==> src/design/assert_macros.svh <==
// Assertion macros for the gearbox / PTO sequencer RTL.
// Included by files that carry concurrent checks; no other dependencies.
`ifndef ASSERT_MACROS_SVH
`define ASSERT_MACROS_SVH
`ifndef SYNTHESIS
// same-cycle implication, disabled while reset is asserted
`define GPSS_ASSERT_IMPL(lbl, clk, rstn, ante, cons, msg) \
  lbl: assert property (@(posedge clk) disable iff (!(rstn)) (ante) |-> (cons)) \
    else $error(msg);
// next-cycle implication, disabled while reset is asserted
`define GPSS_ASSERT_NEXT(lbl, clk, rstn, ante, cons, msg) \
  lbl: assert property (@(posedge clk) disable iff (!(rstn)) (ante) |=> (cons)) \
    else $error(msg);
`else
`define GPSS_ASSERT_IMPL(lbl, clk, rstn, ante, cons, msg)
`define GPSS_ASSERT_NEXT(lbl, clk, rstn, ante, cons, msg)
`endif
`endif

==> src/design/gpss_pkg.sv <==
// Shared types and constants for the gearbox / PTO shift sequencer.
// No dependencies; imported by every module of the block.
package gpss_pkg;

  // configuration register indexes
  localparam logic [1:0] CFG_ENGAGE_WAIT  = 2'd0;
  localparam logic [1:0] CFG_RELEASE_WAIT = 2'd1;
  localparam logic [1:0] CFG_ALIGN_COUNT  = 2'd2;
  localparam logic [1:0] CFG_ALIGN_POWER  = 2'd3;

  localparam int CFG_IDX_W  = 2;
  localparam int CFG_DATA_W = 16;

  // register reset values
  localparam logic [15:0] ENGAGE_WAIT_RST  = 16'd250;
  localparam logic [15:0] RELEASE_WAIT_RST = 16'd1000;
  localparam logic [14:0] ALIGN_COUNT_RST  = 15'd90;
  localparam logic [14:0] ALIGN_POWER_RST  = 15'd9830;

  // sequence step codes (engage uses all, release uses start/wait1 and ends on align_l)
  typedef enum logic [2:0] {
    STEP_START   = 3'd0,
    STEP_WAIT1   = 3'd1,
    STEP_WAIT2   = 3'd2,
    STEP_ALIGN_L = 3'd3,
    STEP_ALIGN_R = 3'd4,
    STEP_DONE    = 3'd5
  } step_t;

  typedef struct packed {
    logic [15:0] engage_wait_ms;
    logic [15:0] release_wait_ms;
    logic [14:0] align_count;
    logic [14:0] align_power;
  } cfg_t;

  // one input beat
  typedef struct packed {
    logic               shift_button;
    logic               pto_button;
    logic               sync_button;
    logic signed [15:0] stick_left;
    logic signed [15:0] stick_right;
    logic signed [15:0] left_count;
    logic signed [15:0] right_count;
    logic [7:0]         elapsed_ms;
  } item_t;

  // one result beat
  typedef struct packed {
    logic               high_gear_out;
    logic               pto_engage_out;
    logic signed [15:0] left_drive;
    logic signed [15:0] right_drive;
    logic               encoder_clear;
    logic               pto_mode;
    logic               driver_locked;
  } res_t;

  // sequencer state
  typedef struct packed {
    logic               last_shift;
    logic               last_pto;
    logic               gear_high;
    logic               pto_engaged;
    logic               in_pto_mode;
    logic               going_to_pto;
    logic               going_to_drive;
    step_t              seq_step;
    logic [15:0]        wait_timer;
    logic               input_lock;
    logic signed [15:0] left_cmd;
    logic signed [15:0] right_cmd;
  } state_t;

endpackage

==> src/design/gpss_cfg_regs.sv <==
// Configuration register file for the gearbox / PTO sequencer.
// Depends on gpss_pkg for index codes, reset values and cfg_t.
module gpss_cfg_regs import gpss_pkg::*; (
  input  logic                  clk,
  input  logic                  rst_n,
  input  logic                  cfg_we,
  input  logic [CFG_IDX_W-1:0]  cfg_index,
  input  logic [CFG_DATA_W-1:0] cfg_wdata,
  output cfg_t                  cfg
);

  cfg_t cfg_r, cfg_nxt;

  // decode the write
  always_comb begin
    cfg_nxt = cfg_r;
    if (cfg_we) begin
      case (cfg_index)
        CFG_ENGAGE_WAIT:  cfg_nxt.engage_wait_ms  = cfg_wdata;
        CFG_RELEASE_WAIT: cfg_nxt.release_wait_ms = cfg_wdata;
        CFG_ALIGN_COUNT:  cfg_nxt.align_count     = cfg_wdata[14:0];
        CFG_ALIGN_POWER:  cfg_nxt.align_power     = cfg_wdata[14:0];
        default:          cfg_nxt = cfg_r;
      endcase
    end
  end

  always_ff @(posedge clk) begin
    if (!rst_n) begin
      cfg_r.engage_wait_ms  <= ENGAGE_WAIT_RST;
      cfg_r.release_wait_ms <= RELEASE_WAIT_RST;
      cfg_r.align_count     <= ALIGN_COUNT_RST;
      cfg_r.align_power     <= ALIGN_POWER_RST;
    end else begin
      cfg_r <= cfg_nxt;
    end
  end

  assign cfg = cfg_r;

endmodule

==> src/design/gpss_seq_core.sv <==
// Sequencer state and one-tick step logic: button edges, engage/release
// sequence, wait timer and tank mix. Depends on gpss_pkg.
module gpss_seq_core import gpss_pkg::*; (
  input  logic   clk,
  input  logic   rst_n,
  input  logic   step_en,
  input  cfg_t   cfg,
  input  item_t  item,
  output res_t   res,
  output state_t st
);

  state_t st_r, st_nxt;

  logic               sync_on;
  logic               clear;
  logic               hg_out;
  logic [16:0]        tsum;
  logic signed [15:0] l_mix;
  logic signed [15:0] r_neg;
  logic signed [15:0] align_cnt_s;
  logic signed [15:0] align_pwr_s;

  assign align_cnt_s = $signed({1'b0, cfg.align_count});
  assign align_pwr_s = $signed({1'b0, cfg.align_power});
  assign tsum        = {1'b0, st_r.wait_timer} + {9'd0, item.elapsed_ms};
  assign r_neg       = (item.stick_right == 16'sh8000) ? 16'sh7fff : -item.stick_right;

  // next state for one tick
  always_comb begin
    st_nxt  = st_r;
    clear   = 1'b0;
    sync_on = item.sync_button & st_r.in_pto_mode;
    l_mix   = item.stick_left;

    // gear toggle on shift edge
    if (item.shift_button && !st_r.last_shift) begin
      st_nxt.gear_high = ~st_r.gear_high;
    end
    st_nxt.last_shift = item.shift_button;

    // PTO edge picks the sequence and restarts it
    if (item.pto_button && !st_r.last_pto) begin
      st_nxt.going_to_drive = st_r.in_pto_mode;
      st_nxt.going_to_pto   = ~st_r.in_pto_mode;
      st_nxt.seq_step       = STEP_START;
      st_nxt.input_lock     = 1'b0;
    end
    st_nxt.last_pto = item.pto_button;

    hg_out = st_nxt.gear_high;

    // saturating wait timer
    st_nxt.wait_timer = tsum[16] ? 16'hffff : tsum[15:0];

    // sequence step
    if (st_nxt.going_to_pto) begin
      case (st_nxt.seq_step)
        STEP_START: begin
          st_nxt.gear_high   = 1'b0;
          st_nxt.pto_engaged = 1'b0;
          st_nxt.wait_timer  = '0;
          st_nxt.seq_step    = STEP_WAIT1;
        end
        STEP_WAIT1: begin
          if (st_nxt.wait_timer >= cfg.engage_wait_ms) begin
            st_nxt.pto_engaged = 1'b1;
            st_nxt.seq_step    = STEP_WAIT2;
            st_nxt.wait_timer  = '0;
            st_nxt.in_pto_mode = 1'b1;
          end
        end
        STEP_WAIT2: begin
          if (st_nxt.wait_timer >= cfg.engage_wait_ms) begin
            clear             = 1'b1;
            st_nxt.left_cmd   = align_pwr_s;
            st_nxt.seq_step   = STEP_ALIGN_L;
            st_nxt.input_lock = 1'b1;
          end
        end
        STEP_ALIGN_L: begin
          if (item.left_count >= align_cnt_s) begin
            st_nxt.left_cmd  = '0;
            clear            = 1'b1;
            st_nxt.right_cmd = -align_pwr_s;
            st_nxt.seq_step  = STEP_ALIGN_R;
          end
        end
        STEP_ALIGN_R: begin
          if (item.right_count >= align_cnt_s) begin
            st_nxt.right_cmd    = '0;
            st_nxt.seq_step     = STEP_DONE;
            st_nxt.going_to_pto = 1'b0;
            st_nxt.input_lock   = 1'b0;
          end
        end
        default: begin
        end
      endcase
    end else if (st_nxt.going_to_drive) begin
      case (st_nxt.seq_step)
        STEP_START: begin
          st_nxt.pto_engaged = 1'b0;
          st_nxt.wait_timer  = '0;
          st_nxt.seq_step    = STEP_WAIT1;
        end
        STEP_WAIT1: begin
          if (st_nxt.wait_timer >= cfg.release_wait_ms) begin
            st_nxt.gear_high      = 1'b1;
            st_nxt.seq_step       = STEP_ALIGN_L;
            st_nxt.going_to_drive = 1'b0;
            st_nxt.in_pto_mode    = 1'b0;
          end
        end
        default: begin
        end
      endcase
    end

    // tank mix: right inverted, left clamped at zero in PTO, optional mirror
    if (!st_nxt.input_lock) begin
      if (st_nxt.in_pto_mode && l_mix <= 0) l_mix = '0;
      if (sync_on) begin
        if (l_mix <= 0) l_mix = '0;
        st_nxt.left_cmd  = l_mix;
        st_nxt.right_cmd = -l_mix;
      end else begin
        st_nxt.left_cmd  = l_mix;
        st_nxt.right_cmd = r_neg;
      end
    end
  end

  // result of this tick
  always_comb begin
    res.high_gear_out  = hg_out;
    res.pto_engage_out = st_r.pto_engaged;
    res.left_drive     = st_nxt.left_cmd;
    res.right_drive    = st_nxt.right_cmd;
    res.encoder_clear  = clear;
    res.pto_mode       = st_nxt.in_pto_mode;
    res.driver_locked  = st_nxt.input_lock;
  end

  always_ff @(posedge clk) begin
    if (!rst_n) begin
      st_r.last_shift     <= 1'b0;
      st_r.last_pto       <= 1'b0;
      st_r.gear_high      <= 1'b1;
      st_r.pto_engaged    <= 1'b0;
      st_r.in_pto_mode    <= 1'b0;
      st_r.going_to_pto   <= 1'b0;
      st_r.going_to_drive <= 1'b0;
      st_r.seq_step       <= STEP_START;
      st_r.wait_timer     <= '0;
      st_r.input_lock     <= 1'b0;
      st_r.left_cmd       <= '0;
      st_r.right_cmd      <= '0;
    end else if (step_en) begin
      st_r <= st_nxt;
    end
  end

  assign st = st_r;

endmodule

==> src/design/gearbox_pto_shift_sequencer.sv <==
// Gearbox / PTO shift sequencer top level: input register, step core,
// result register. Depends on gpss_pkg, gpss_cfg_regs, gpss_seq_core.
//
// Use: one input beat per control tick carries button levels, stick
// commands, encoder counts and the ms elapsed since the previous tick.
// Each input beat yields exactly one result beat with the solenoid
// outputs, held motor commands, encoder clear pulse and mode flags.
// Both channels use valid/stall; a beat moves when valid is high and
// stall is low. Configuration is a plain write port (cfg_we, cfg_index,
// cfg_wdata); the user must write it only while no beat is in flight;
// the block itself does not enforce this. An accepted beat loads the
// input register; the step logic then fills the result register,
// which raises out_valid.
// Throughput: one beat per cycle while the receiver does not stall;
// the state update is a single pass through the step logic.
// Reset (rst_n low, synchronous) empties both registers, returns the
// sequencer to high gear, PTO disengaged, and loads register defaults.
// When the receiver stalls, the result is held; one more beat can sit
// in the input register, after which in_stall is raised.
module gearbox_pto_shift_sequencer import gpss_pkg::*; (
  input  logic                  clk,
  input  logic                  rst_n,
  // config write port
  input  logic                  cfg_we,
  input  logic [CFG_IDX_W-1:0]  cfg_index,
  input  logic [CFG_DATA_W-1:0] cfg_wdata,
  // input channel
  input  logic                  in_valid,
  output logic                  in_stall,
  input  logic                  in_shift_button,
  input  logic                  in_pto_button,
  input  logic                  in_sync_button,
  input  logic signed [15:0]    in_stick_left,
  input  logic signed [15:0]    in_stick_right,
  input  logic signed [15:0]    in_left_count,
  input  logic signed [15:0]    in_right_count,
  input  logic [7:0]            in_elapsed_ms,
  // result channel
  output logic                  out_valid,
  input  logic                  out_stall,
  output logic                  out_high_gear_out,
  output logic                  out_pto_engage_out,
  output logic signed [15:0]    out_left_drive,
  output logic signed [15:0]    out_right_drive,
  output logic                  out_encoder_clear,
  output logic                  out_pto_mode,
  output logic                  out_driver_locked
);

`include "assert_macros.svh"

  cfg_t   cfg;
  item_t  item_r, item_nxt;
  res_t   res, res_r;
  state_t st;
  logic   item_vld_r, item_vld_nxt;
  logic   out_vld_r, out_vld_nxt;
  logic   out_ready;
  logic   in_acc;
  logic   step_fire;

  gpss_cfg_regs u_cfg (
    .clk       (clk),
    .rst_n     (rst_n),
    .cfg_we    (cfg_we),
    .cfg_index (cfg_index),
    .cfg_wdata (cfg_wdata),
    .cfg       (cfg)
  );

  // handshake: result register frees up when empty or being taken
  assign out_ready = ~out_vld_r | ~out_stall;
  assign step_fire = item_vld_r & out_ready;
  assign in_stall  = item_vld_r & ~out_ready;
  assign in_acc    = in_valid & ~in_stall;

  always_comb begin
    item_nxt.shift_button = in_shift_button;
    item_nxt.pto_button   = in_pto_button;
    item_nxt.sync_button  = in_sync_button;
    item_nxt.stick_left   = in_stick_left;
    item_nxt.stick_right  = in_stick_right;
    item_nxt.left_count   = in_left_count;
    item_nxt.right_count  = in_right_count;
    item_nxt.elapsed_ms   = in_elapsed_ms;
  end

  always_comb begin
    item_vld_nxt = in_acc | (item_vld_r & ~step_fire);
    out_vld_nxt  = step_fire | (out_vld_r & out_stall);
  end

  // input register
  always_ff @(posedge clk) begin
    if (!rst_n) begin
      item_vld_r <= 1'b0;
    end else begin
      item_vld_r <= item_vld_nxt;
    end
  end

  always_ff @(posedge clk) begin
    if (in_acc) begin
      item_r <= item_nxt;
    end
  end

  gpss_seq_core u_core (
    .clk     (clk),
    .rst_n   (rst_n),
    .step_en (step_fire),
    .cfg     (cfg),
    .item    (item_r),
    .res     (res),
    .st      (st)
  );

  // result register
  always_ff @(posedge clk) begin
    if (!rst_n) begin
      out_vld_r <= 1'b0;
    end else begin
      out_vld_r <= out_vld_nxt;
    end
  end

  always_ff @(posedge clk) begin
    if (step_fire) begin
      res_r <= res;
    end
  end

  assign out_valid          = out_vld_r;
  assign out_high_gear_out  = res_r.high_gear_out;
  assign out_pto_engage_out = res_r.pto_engage_out;
  assign out_left_drive     = res_r.left_drive;
  assign out_right_drive    = res_r.right_drive;
  assign out_encoder_clear  = res_r.encoder_clear;
  assign out_pto_mode       = res_r.pto_mode;
  assign out_driver_locked  = res_r.driver_locked;

  // checks
  `GPSS_ASSERT_IMPL(a_stall_needs_item, clk, rst_n, in_stall, item_vld_r, "stall with empty input register")
  `GPSS_ASSERT_IMPL(a_one_sequence, clk, rst_n, st.going_to_pto, !st.going_to_drive, "both sequences active")
  `GPSS_ASSERT_IMPL(a_lock_in_pto, clk, rst_n, st.input_lock, st.in_pto_mode, "driver locked outside PTO mode")
  `GPSS_ASSERT_IMPL(a_clear_locked, clk, rst_n, out_vld_r && out_encoder_clear, out_driver_locked, "encoder clear without lock")
  `GPSS_ASSERT_NEXT(a_fire_gives_result, clk, rst_n, step_fire, out_vld_r, "step without result")

endmodule

==> config.mk <==
export PLATFORM = sky130hd
export DESIGN_NAME = gearbox_pto_shift_sequencer
export DESIGN_NICKNAME = d
export VERILOG_FILES = /design/src/design/gpss_pkg.sv /design/src/design/gpss_cfg_regs.sv /design/src/design/gpss_seq_core.sv /design/src/design/gearbox_pto_shift_sequencer.sv
export VERILOG_INCLUDE_DIRS = /design/src /design/src/design
export SDC_FILE = /design/constraint.sdc
export NUM_CORES = 1
export LEC_CHECK = 0
export BUFFER_PORTS_ARGS = -buffer_cell sky130_fd_sc_hd__buf_4
export CAP_MARGIN = 20
export CORE_ASPECT_RATIO = 1.25
export CORE_MARGIN = 2
export CORE_UTILIZATION = 55
export CTS_BUF_LIST = sky130_fd_sc_hd__clkbuf_4 sky130_fd_sc_hd__clkbuf_8
export CTS_CLUSTER_SIZE = 10
export DETAILED_ROUTE_END_ITERATION = 16
export PLACE_DENSITY = 0.76
export SLEW_MARGIN = 20
export SYNTH_ARGS = -nofsm -noshare
export SYNTH_HDL_FRONTEND = slang
export SYNTH_SLANG_ARGS = --single-unit
==> constraint.sdc <==
create_clock -name clk -period 13.4 [get_ports clk]
set_input_delay 0.67 -clock clk [delete_from_list [all_inputs] [get_ports clk]]
set_output_delay 0.67 -clock clk [all_outputs]
set_load 0.05 [all_outputs]
Word level (Yosys, flattened, before mapping)
Index checks and enable logic that the tools add are counted.
- register bits after elaboration: 235
- input bits: 98
- output and inout bits: 39
- word-level logic and storage cells: 133
- add/sub/neg operators: 4
- magnitude comparators: 6
- eq/ne operators: 9
- mux-type cells: 50
- bitwise operators: 16
- reductions and logical operators: 15
- operators by type and width (cell ; count):
    $mux W16 ; 9
    $mux W32 ; 3
    $pmux W16 S2 ; 3
    $ge A16 B16 Y1 ; 4
    $mux W19 ; 2
    $mux W33 ; 1
    $le A16 B1 Y1 const B ; 2
    $neg A16 Y16 ; 2
    $mux W20 ; 1
    $add A16 B8 Y17 ; 1
    $mux W1 ; 17
    $mux W17 ; 1
    $eq A16 B16 Y1 const B ; 1
    $neg A15 Y16 ; 1
    $mux W3 ; 5
    $pmux W3 S5 ; 1
    $reduce_and A2 Y1 ; 4
    $not A1 Y1 ; 7
    $and A1 B1 Y1 ; 6
    $eq A3 B2 Y1 const B ; 2
    $pmux W1 S2 ; 3
    $pmux W3 S2 ; 1
    $reduce_bool A2 Y1 ; 3
    $mux W5 ; 1
    other kinds (13) ; 19

Logic depth before layout (Yosys ltp)
Gate-level depths: netlist of the first run.
- word-level depth: 17
- mapped depth: 19
- mapped depth without buffers: 17

Cells and area by module
A second synthesis of the first run with hierarchy kept.
- cells, all modules: 1353
- area, all modules: 13186.4 um^2
- by module, submodules not included (module ; times used ; cells each ; area an instance (um^2) ; sequential area each (um^2)):
    gpss_seq_core ; 1 ; 997 ; 7274.5 ; 1181.1
    gearbox_pto_shift_sequencer ; 1 ; 120 ; 3447.1 ; 3403.3
    gpss_cfg_regs ; 1 ; 236 ; 2464.9 ; 1241.2

Worst setup path before layout of the first run
Ideal clock, no wire load.
- kind: in2reg
- from: in out_stall
- to: reg item_r[0] (netlist bit) (enable)
- setup time: 0.516 ns
- data arrival time: 4.400 ns
- required time: 12.884 ns
- setup slack: 8.484 ns
- cell stages on the path: 2
- buffers on the path: 0
- cell sequence: and3_1 > nor2b_1
- longest elaborated chain between the ends: 6
- RTL lines (element ; RTL line ; RTL):
    from (decl) ; gearbox_pto_shift_sequencer.sv:40 ; input logic out_stall,
    $not A1 Y1 ; gearbox_pto_shift_sequencer.sv:72 ; assign out_ready = ~out_vld_r | ~out_stall;
    $or A1 B1 Y1 ; gearbox_pto_shift_sequencer.sv:72 ;
    $not A1 Y1 ; gearbox_pto_shift_sequencer.sv:74 ; assign in_stall = item_vld_r & ~out_ready;
    $and A1 B1 Y1 ; gearbox_pto_shift_sequencer.sv:74 ;
    $not A1 Y1 ; gearbox_pto_shift_sequencer.sv:75 ; assign in_acc = in_valid & ~in_stall;
    $and A1 B1 Y1 ; gearbox_pto_shift_sequencer.sv:75 ;
    via in_acc ; gearbox_pto_shift_sequencer.sv:59 ; logic in_acc;
    to (signal assigned) ; gearbox_pto_shift_sequencer.sv:104 ; item_r <= item_nxt;
    to (decl) ; gearbox_pto_shift_sequencer.sv:53 ; item_t item_r, item_nxt;
The timed path passes the listed nets, and every way through them passes these cells.
A chain may end at the register's enable or synchronous reset.

Worst setup path in the final report of the first run
- from: reg item_r[0] (netlist bit)
- to: reg u_core.st_r, in the netlist u_core.st[29]
- longest elaborated chain between the ends: 16
- elaborated cells on any way between the ends: 23
- classes of those cells: 1 x add/sub; 3 x order compare; 18 x mux; 1 x reduce/logical
- RTL lines (element ; RTL line ; RTL):
    $add A16 B8 Y17 * ; gpss_seq_core.sv:26 ; assign tsum = {1'b0, st_r.wait_timer} + {9'd0, item.elapsed_ms};
    $mux W16 * ; gpss_seq_core.sv:54 ; st_nxt.wait_timer = tsum[16] ? 16'hffff : tsum[15:0];
    $ge A16 B16 Y1 ; gpss_seq_core.sv:108 ; if (st_nxt.wait_timer >= cfg.release_wait_ms) begin
    $mux W1 ; gpss_seq_core.sv:108 ;
    $mux W1 ; gpss_seq_core.sv:101 ; case (st_nxt.seq_step)
    $mux W3 ; gpss_seq_core.sv:100 ; end else if (st_nxt.going_to_drive) begin
    $mux W3 ; gpss_seq_core.sv:57 ; if (st_nxt.going_to_pto) begin
    $logic_and A1 B1 Y1 ; gpss_seq_core.sv:122 ; if (st_nxt.in_pto_mode && l_mix <= 0) l_mix = '0;
    $mux W16 ; gpss_seq_core.sv:122 ;
    $mux W16 ; gpss_seq_core.sv:121 ; if (!st_nxt.input_lock) begin
    $le A16 B1 Y1 ; gpss_seq_core.sv:124 ; if (l_mix <= 0) l_mix = '0;
    $mux W16 ; gpss_seq_core.sv:124 ;
    $mux W16 ; gpss_seq_core.sv:123 ; if (sync_on) begin
    $mux W16 ; gpss_seq_core.sv:121 ;
    $mux W32 ; gpss_seq_core.sv:123 ;
    $mux W32 * ; gpss_seq_core.sv:121 ;
    to (signal assigned) ; gpss_seq_core.sv:160 ; st_r <= st_nxt;
    to (decl) ; gpss_seq_core.sv:13 ; state_t st_r, st_nxt;
Every way passes the cells marked *; elsewhere a longest branch is shown, timed or not. The select of a mux whose other input is x is not followed.

==> metrics.txt, run 1 <==
outcome=finished clean; initial antenna violation count=0; Placement Setup Slack=8150 ps; largest net degree at the start of global routing=66; post-cts sizing count=0; # hold bufs at CTS=0; Crit Reg-Reg Startpoint=item_r[0]; Reg clk slew, reported paths=70 ps; Hold WC Path Type=input pin to flip-flop; Final Power=roughly 1700 uW; Seq/Total Area, Yosys=46.7%; starting density of the core=55.9%; H-tree depth=2; most common cell in the netlist=nand2_1; Final Hold Viols=0; Gate power share=roughly 12%; nets=about 1,600; #FFs+latches synth=235; Worst setup SP type=flip-flop; Worst R2R End=u_core.st[29]; CP endpoint kind=flip-flop; VDD IR-drop max=0.000114 V; HP Start=in_right_count[1]; PD cells=119 nW/um2; Yosys cell types=87; share of Yosys cell area claimed by the top area cell type=around 27%; Mapped Cells=1,341; routed via count=10,800; GRT Util Overall=between 20% and 30%; routed length per placed instance=18.9 um; clock power share=40.4%; critical path required time=13,870 ps; sw frac=26.2%; count of final max-slew check failures=0; commonest cells in the synthesized netlist=213 x nand2_1, 123 x dfxtp_1, 112 x edfxtp_1, 97 x a21oi_1, 77 x inv_1; sequential share of power=47.6%; Worst Setup Slack, final=8060 ps; Pre-Repair DR Iteration Count=5; clk sink count=~240; vias per cell=6.11; CTS tree=built; hpwl dp=23,900 um; post-CTS setup buffer count=0; Die Y=172 um; port bufs=136; biggest area contributors in the synthesized netlist=edfxtp_1 27%, dfxtp_1 20%, ha_1 7.3%, nand2_1 6.4%, a21oi_1 3.9%; RSZ-0062 raised after global routing=false; latest clock arrival within the worst-skew pair=550 ps; post-route insts no fill=1,772; M1 GR Usage=~35%; syn_nets=between 1,500 and 2,000; total die area=23,900 um2; minimum clock period after layout=5340 ps; Slew headroom=between 20% and 30%; internal power=1270 uW; R2R Setup Slk=between 8000 and 9000 ps; dominant synthesized flop cell=dfxtp_1; DRT Wirelength=between 30,000 and 40,000 um; site row count=61; Final Util=roughly 65%; Post-synth EDFFs=112; Syn Std Cell Area=12,500 um2; total CTS buffers=39; dpl cells=around 1,700; core area=22,300 um2; clk root buf=clkbuf_8; DRT iter0 DRCs=945; post-synth top area cell=edfxtp_1; setup_tns=0 ps; Final Cycle Share=39.8%; Crit Path Max Fanout=11; Die X=139 um; Worst-Margin Slew=1060 ps; P&R area growth vs syn=16.4%; Max Cap Viol=0; first-pass GRT wire length=~53,000 um; # DRC=0; antenna viol nets, final=0; GR Layer Usage met2=46.9%; busiest grt layer=met2; RD Place Congestion=0.898; vias in the first global route=10,200; Max Clk Rate=about 0.19 GHz; Worst Path Arrival=5800 ps; Lkg Pwr=0.00569 uW; ys async rst share=0%; Inserted Diodes=0; hold worst-path end=item_r[9]; Net Sw Power=452 uW; Ports=137; clk_skew=15.8 ps; CTS max path bufs=3; GRT met3 Usage=under 10%; hold depth=1; final count of negative-setup-slack endpoints=0; worst-case reg-to-reg path depth=16; grt ovf=0; WS Path Type=flip-flop to flip-flop; Synth Warn #=0; layout cell share with drive strength beyond 1=16.8%; syn avg cell area=9.30 um2
## state kept, by name (all words and copies together) (netlist names)
register and flops:
item_r 75, u_cfg.cfg 62, u_core.st 58, out_left_drive 16, out_right_drive 16, item_vld_r 1, out_driver_locked 1, out_encoder_clear 1
out_high_gear_out 1, out_pto_engage_out 1, out_pto_mode 1, out_valid 1, u_core.res 1
## power groups by stage
stage                     Clock [uW]  Sequential [uW]  Combinational, uW
after CTS                        707              819                207
after global placement             0              833                201
after global routing             737              823                229
final                            697              820                208
after floorplan                    0              841                119
after detailed placement           0              834                206
## worst max-delay path, stage by stage, from the launching register on
cell	delay, ps
edfxtp_1	370
ha_1	230
fa_1	400
a21o_1	210
a211o_1	310
a2111o_1	460
nand3b_1	360
nand2_1	100
mux2_2	290
ha_1	290
nand4_1	130
a211o_1	310
nand3b_1	220
o211a_1	330
nor3_1	820
o21ai_0	230
a31oi_1	220
## worst max path at each step
| stage | from | endpoint | slack (ps) | cells past startpoint |
|---|---|---|---|---|
| after floorplan | out_stall | item_r[0] | 8480 | 2 |
| after global placement | item_r[0] | u_core.st[19] | 8260 | 16 |
| after detailed placement | item_r[0] | u_core.st[19] | 8150 | 16 |
| after CTS | item_r[0] | u_core.st[19] | 8120 | 16 |
| after global routing | item_r[0] | out_left_drive[1] | 7570 | 16 |
| final | item_r[0] | u_core.st[29] | 8060 | 16 |
## logic make-up (layout without fill, tap and decap cells)
logic type,count (synthesis),after routing,synth area share [%]
AND/OR/NAND/NOR,471,471,18.3
adder cells (fa/ha/maj),74,74,7.49
multiplexers,11,11,0.933
XOR/XNOR,38,38,2.67
AO/OA/AOI/OAI,365,365,19.3
flip-flops,235,235,46.7
buffers and inverters,147,295,4.60
## layer usage
layer	share of wire, %	vias up
li1	-	5148
met1	42	5152
met2	48	440
met3	6.9	87
met4	3.6	0
met5	0	-
## area by class of cell
class	count	area, um2
well taps	283	354
fillers	1866	7770
clock buffers	58	754
flip-flops and latches	235	5830
multi-input cells	959	6080
repair buffers	143	1070
clock inverters	14	126
inverters	80	300
## layout by cell type, fill, tap and decap left out, types with 42 or more instances in the layout
cell type / n
nand2_1: 213
buf_4: 143
dfxtp_1: 123
edfxtp_1: 112
a21oi_1: 97
inv_1: 77
ha_1: 73
nor2_1: 72
o21ai_0: 66
clkbuf_8: 51
nand3_1: 49
a31oi_1: 42
## through the flow
| step | hold slack (ps) | cell area (um2) |
|---|---|---|
| 2_1_floorplan | 402 | 12500 |
| 3_3_place_gp | 437 | 13600 |
| 3_5_place_dp | 445 | 13600 |
| 4_1_cts | 274 | 14500 |
| 5_1_grt | 280 | 14500 |
| 6_report | 300 | 14500 |
(Power assumes the default switching activity.)
==> inputs of run 2 (changes only) <==
Clock period 13.4 ns to 5.1 ns, I/O delays scaled along.
==> run 2 against run 1 <==
Net effect:
- final area rose by 6.9%
- first-iteration DRC count fell by 4.0%
- total power rose to 2.6 times the previous value
- sequential power increased to 2.6 times the previous value
- core utilization increased by 4.5 points
- count of clock-buffer cells in the layout is 4 higher
- critical endpoint is now out_left_drive[10]
- highest routed layer unchanged
==> metrics.txt, run 2 (synthesized netlist as in run 1, its figures left out) <==
WP depth=16; Hold WC Path Type=input pin to flip-flop; Die Y=172 um; Max Cap Viol=0; Critical Path, Cell by Cell=ha_1 -> fa_1 -> a21o_1 -> a211o_1 -> a2111o_1 -> and3b_1 -> or2_2 -> ha_1 -> nand4_1 -> nor2_1 -> a21oi_2 -> buf_4 -> o311a_1 -> or4_1 -> nand3_1 -> nand2_1; dpl cells=1,709; Placement Setup Slack=-40.1 ps; Max Clk Rate=0.201 GHz; latest clock arrival within the worst-skew pair=between 500 and 600 ps; clk sink count=235; port bufs=136; Worst R2R End=out_left_drive[10]; clk root buf=clkbuf_8; commonest non-fill, non-tap cell in the layout=nand2_1; Multi-input gate area=6120 um2; vias in the first global route=10,900; delay-heaviest family, CP=simple AND/OR/NAND/NOR gates; first-pass GRT wire length=55,200 um; count of final max-slew check failures=0; FF+latch area=5830 um2; largest net degree at the start of global routing=between 60 and 70; final count of negative-setup-slack endpoints=0; Ports=137; DRT Wirelength=about 35,000 um; Critical Path Source=item_r[0]; commonest non-fill, non-tap cells in the layout=213 x nand2_1, 157 x buf_4, 123 x dfxtp_1, 112 x edfxtp_1, 96 x a21oi_1; outcome=finished clean; hpwl dp=24,200 um; RSZ-0062 raised after global routing=true; Reg clk slew, reported paths=roughly 60 ps; Final Cycle Share=97.4%; Final Power=4520 uW; CTS max path bufs=3; Worst Path Arrival=5260 ps; core area=approximately 22,000 um2; initial antenna violation count=1; vias per cell=approximately 6; total die area=23,900 um2; Slowest cell on crit path=or4_1; RD Place Congestion=0.877; CTS tree=built; Worst Setup Slack, final=133 ps; Worst setup SP type=flip-flop; site row count=61; total CTS buffers=40; crit path buf inv count=1; nets=1,736; # DRC=0; fill count=1,705; Final Hold Viols=0; routed length per placed instance=18.5 um; grt ovf=0; CP max stage delay=650 ps; GRT Util Overall=between 20 and 30%; most used cell, CP=ha_1; Crit Path Max Fanout=7; max FFs per register=75; starting density of the core=55.9%; Lkg Pwr=~0.0061 uW; Critical Path Sink=out_left_drive[10]; Biggest register=item_r; H-tree depth=2; PD cells=291 nW/um2; Die X=139 um; WS Path Type=flip-flop to flip-flop; R2R Setup Slk=approximately 130 ps; worst-case reg-to-reg path depth=16; post-route insts no fill=~1,900; Worst-Margin Slew=981 ps; CP endpoint kind=flip-flop; Pre-Repair DR Iteration Count=5; Slew headroom=approximately a third; clk_skew=22.6 ps; routed via count=between 10,000 and 15,000; VDD IR-drop max=0.000250 V; Crit Reg-Reg Startpoint=item_r[0]; P&R area growth vs syn=24.5%; antenna viol nets, final=0; DRT iter0 DRCs=approximately 900; critical path required time=5390 ps; layout cell share with drive strength beyond 1=16.8%; minimum clock period after layout=4970 ps
-- run 2: cell types whose count changed in the layout (fill, tap and decap cells not counted), sizes merged --
cell,previous run,this run
diode,0,1
clkinv,9,8
inv,80,79
dlygate4sd3,0,91
clkbuf,58,62
clkinvlp,3,2
buf,143,157
bufinv,2,1
-- run 2: how the worst min path moves through the flow --
stage	start	endpoint	slack, ps	cells after the start
2_1_floorplan	in_elapsed_ms[0]	item_r[0]	350	0
3_3_place_gp	in_right_count[2]	item_r[10]	430	1
3_5_place_dp	u_core.res[35]	out_pto_engage_out	430	0
4_1_cts	cfg_wdata[4]	u_cfg.cfg[4]	5	3
5_1_grt	cfg_wdata[4]	u_cfg.cfg[19]	10	3
6_report	cfg_wdata[1]	u_cfg.cfg[31]	30	3
-- run 2: cell type report --
cell class              instances  share of cell area (%)
diodes                          1                  0.0161
clock buffers                  62                    4.85
clock inverters                10                   0.492
inverters                      80                    1.94
multi-input cells             959                    39.4
flip-flops and latches        235                    37.5
well taps                     283                    2.28
repair buffers                248                    13.5
-- run 2: worst reg2reg max path, delay by kind of cell, from the launching register on --
| kind | cells | cell delay, ps |
|---|---|---|
| AND/OR/NAND/NOR | 7 | 1750 |
| buffers and inverters | 1 | 170 |
| AO/OA/AOI/OAI | 5 | 1480 |
| adder cells (fa/ha/maj) | 3 | 940 |
| flip-flops | 1 | 370 |
-- run 2: metrics by stage --
stage | setup TNS [ps] | hold slack [ps] | util (%) | instance area (um2)
final | 0 | 28.3 | 69.6 | 15500
after global routing | -209 | 12.0 | 69.6 | 15500
after CTS | 0 | 5.47 | 69.3 | 15400
after detailed placement | -109 | 427 | 61.5 | 13700
after global placement | 0 | 433 | 61.5 | 13700
after floorplan | 0 | 354 | - | 12500
-- run 2: what timing repair did --
item / CTS / global route
pin swaps: 0 / 1
gates resized for setup: 1 / 5
endpoints found under the hold margin: 100 / 0
endpoints found under the setup margin: 7 / 40
setup buffers: 0 / 5
hold buffers: 91 / 0
-- run 2: where the power goes --
part	switching (uW)	leakage, uW	internal (uW)
clock network	764	0.000439	991
registers	74.8	0.00208	2080
logic	355	0.00360	260
total	1190	0.00613	3330
-- run 2: routing by layer --
| metal | routed length, um | track usage [%] |
|---|---|---|
| met5 | 0 | 0 |
| met4 | 1520 | 12.9 |
| met3 | 2570 | 4.96 |
| met2 | 16800 | 49.4 |
| met1 | 13800 | 35.4 |
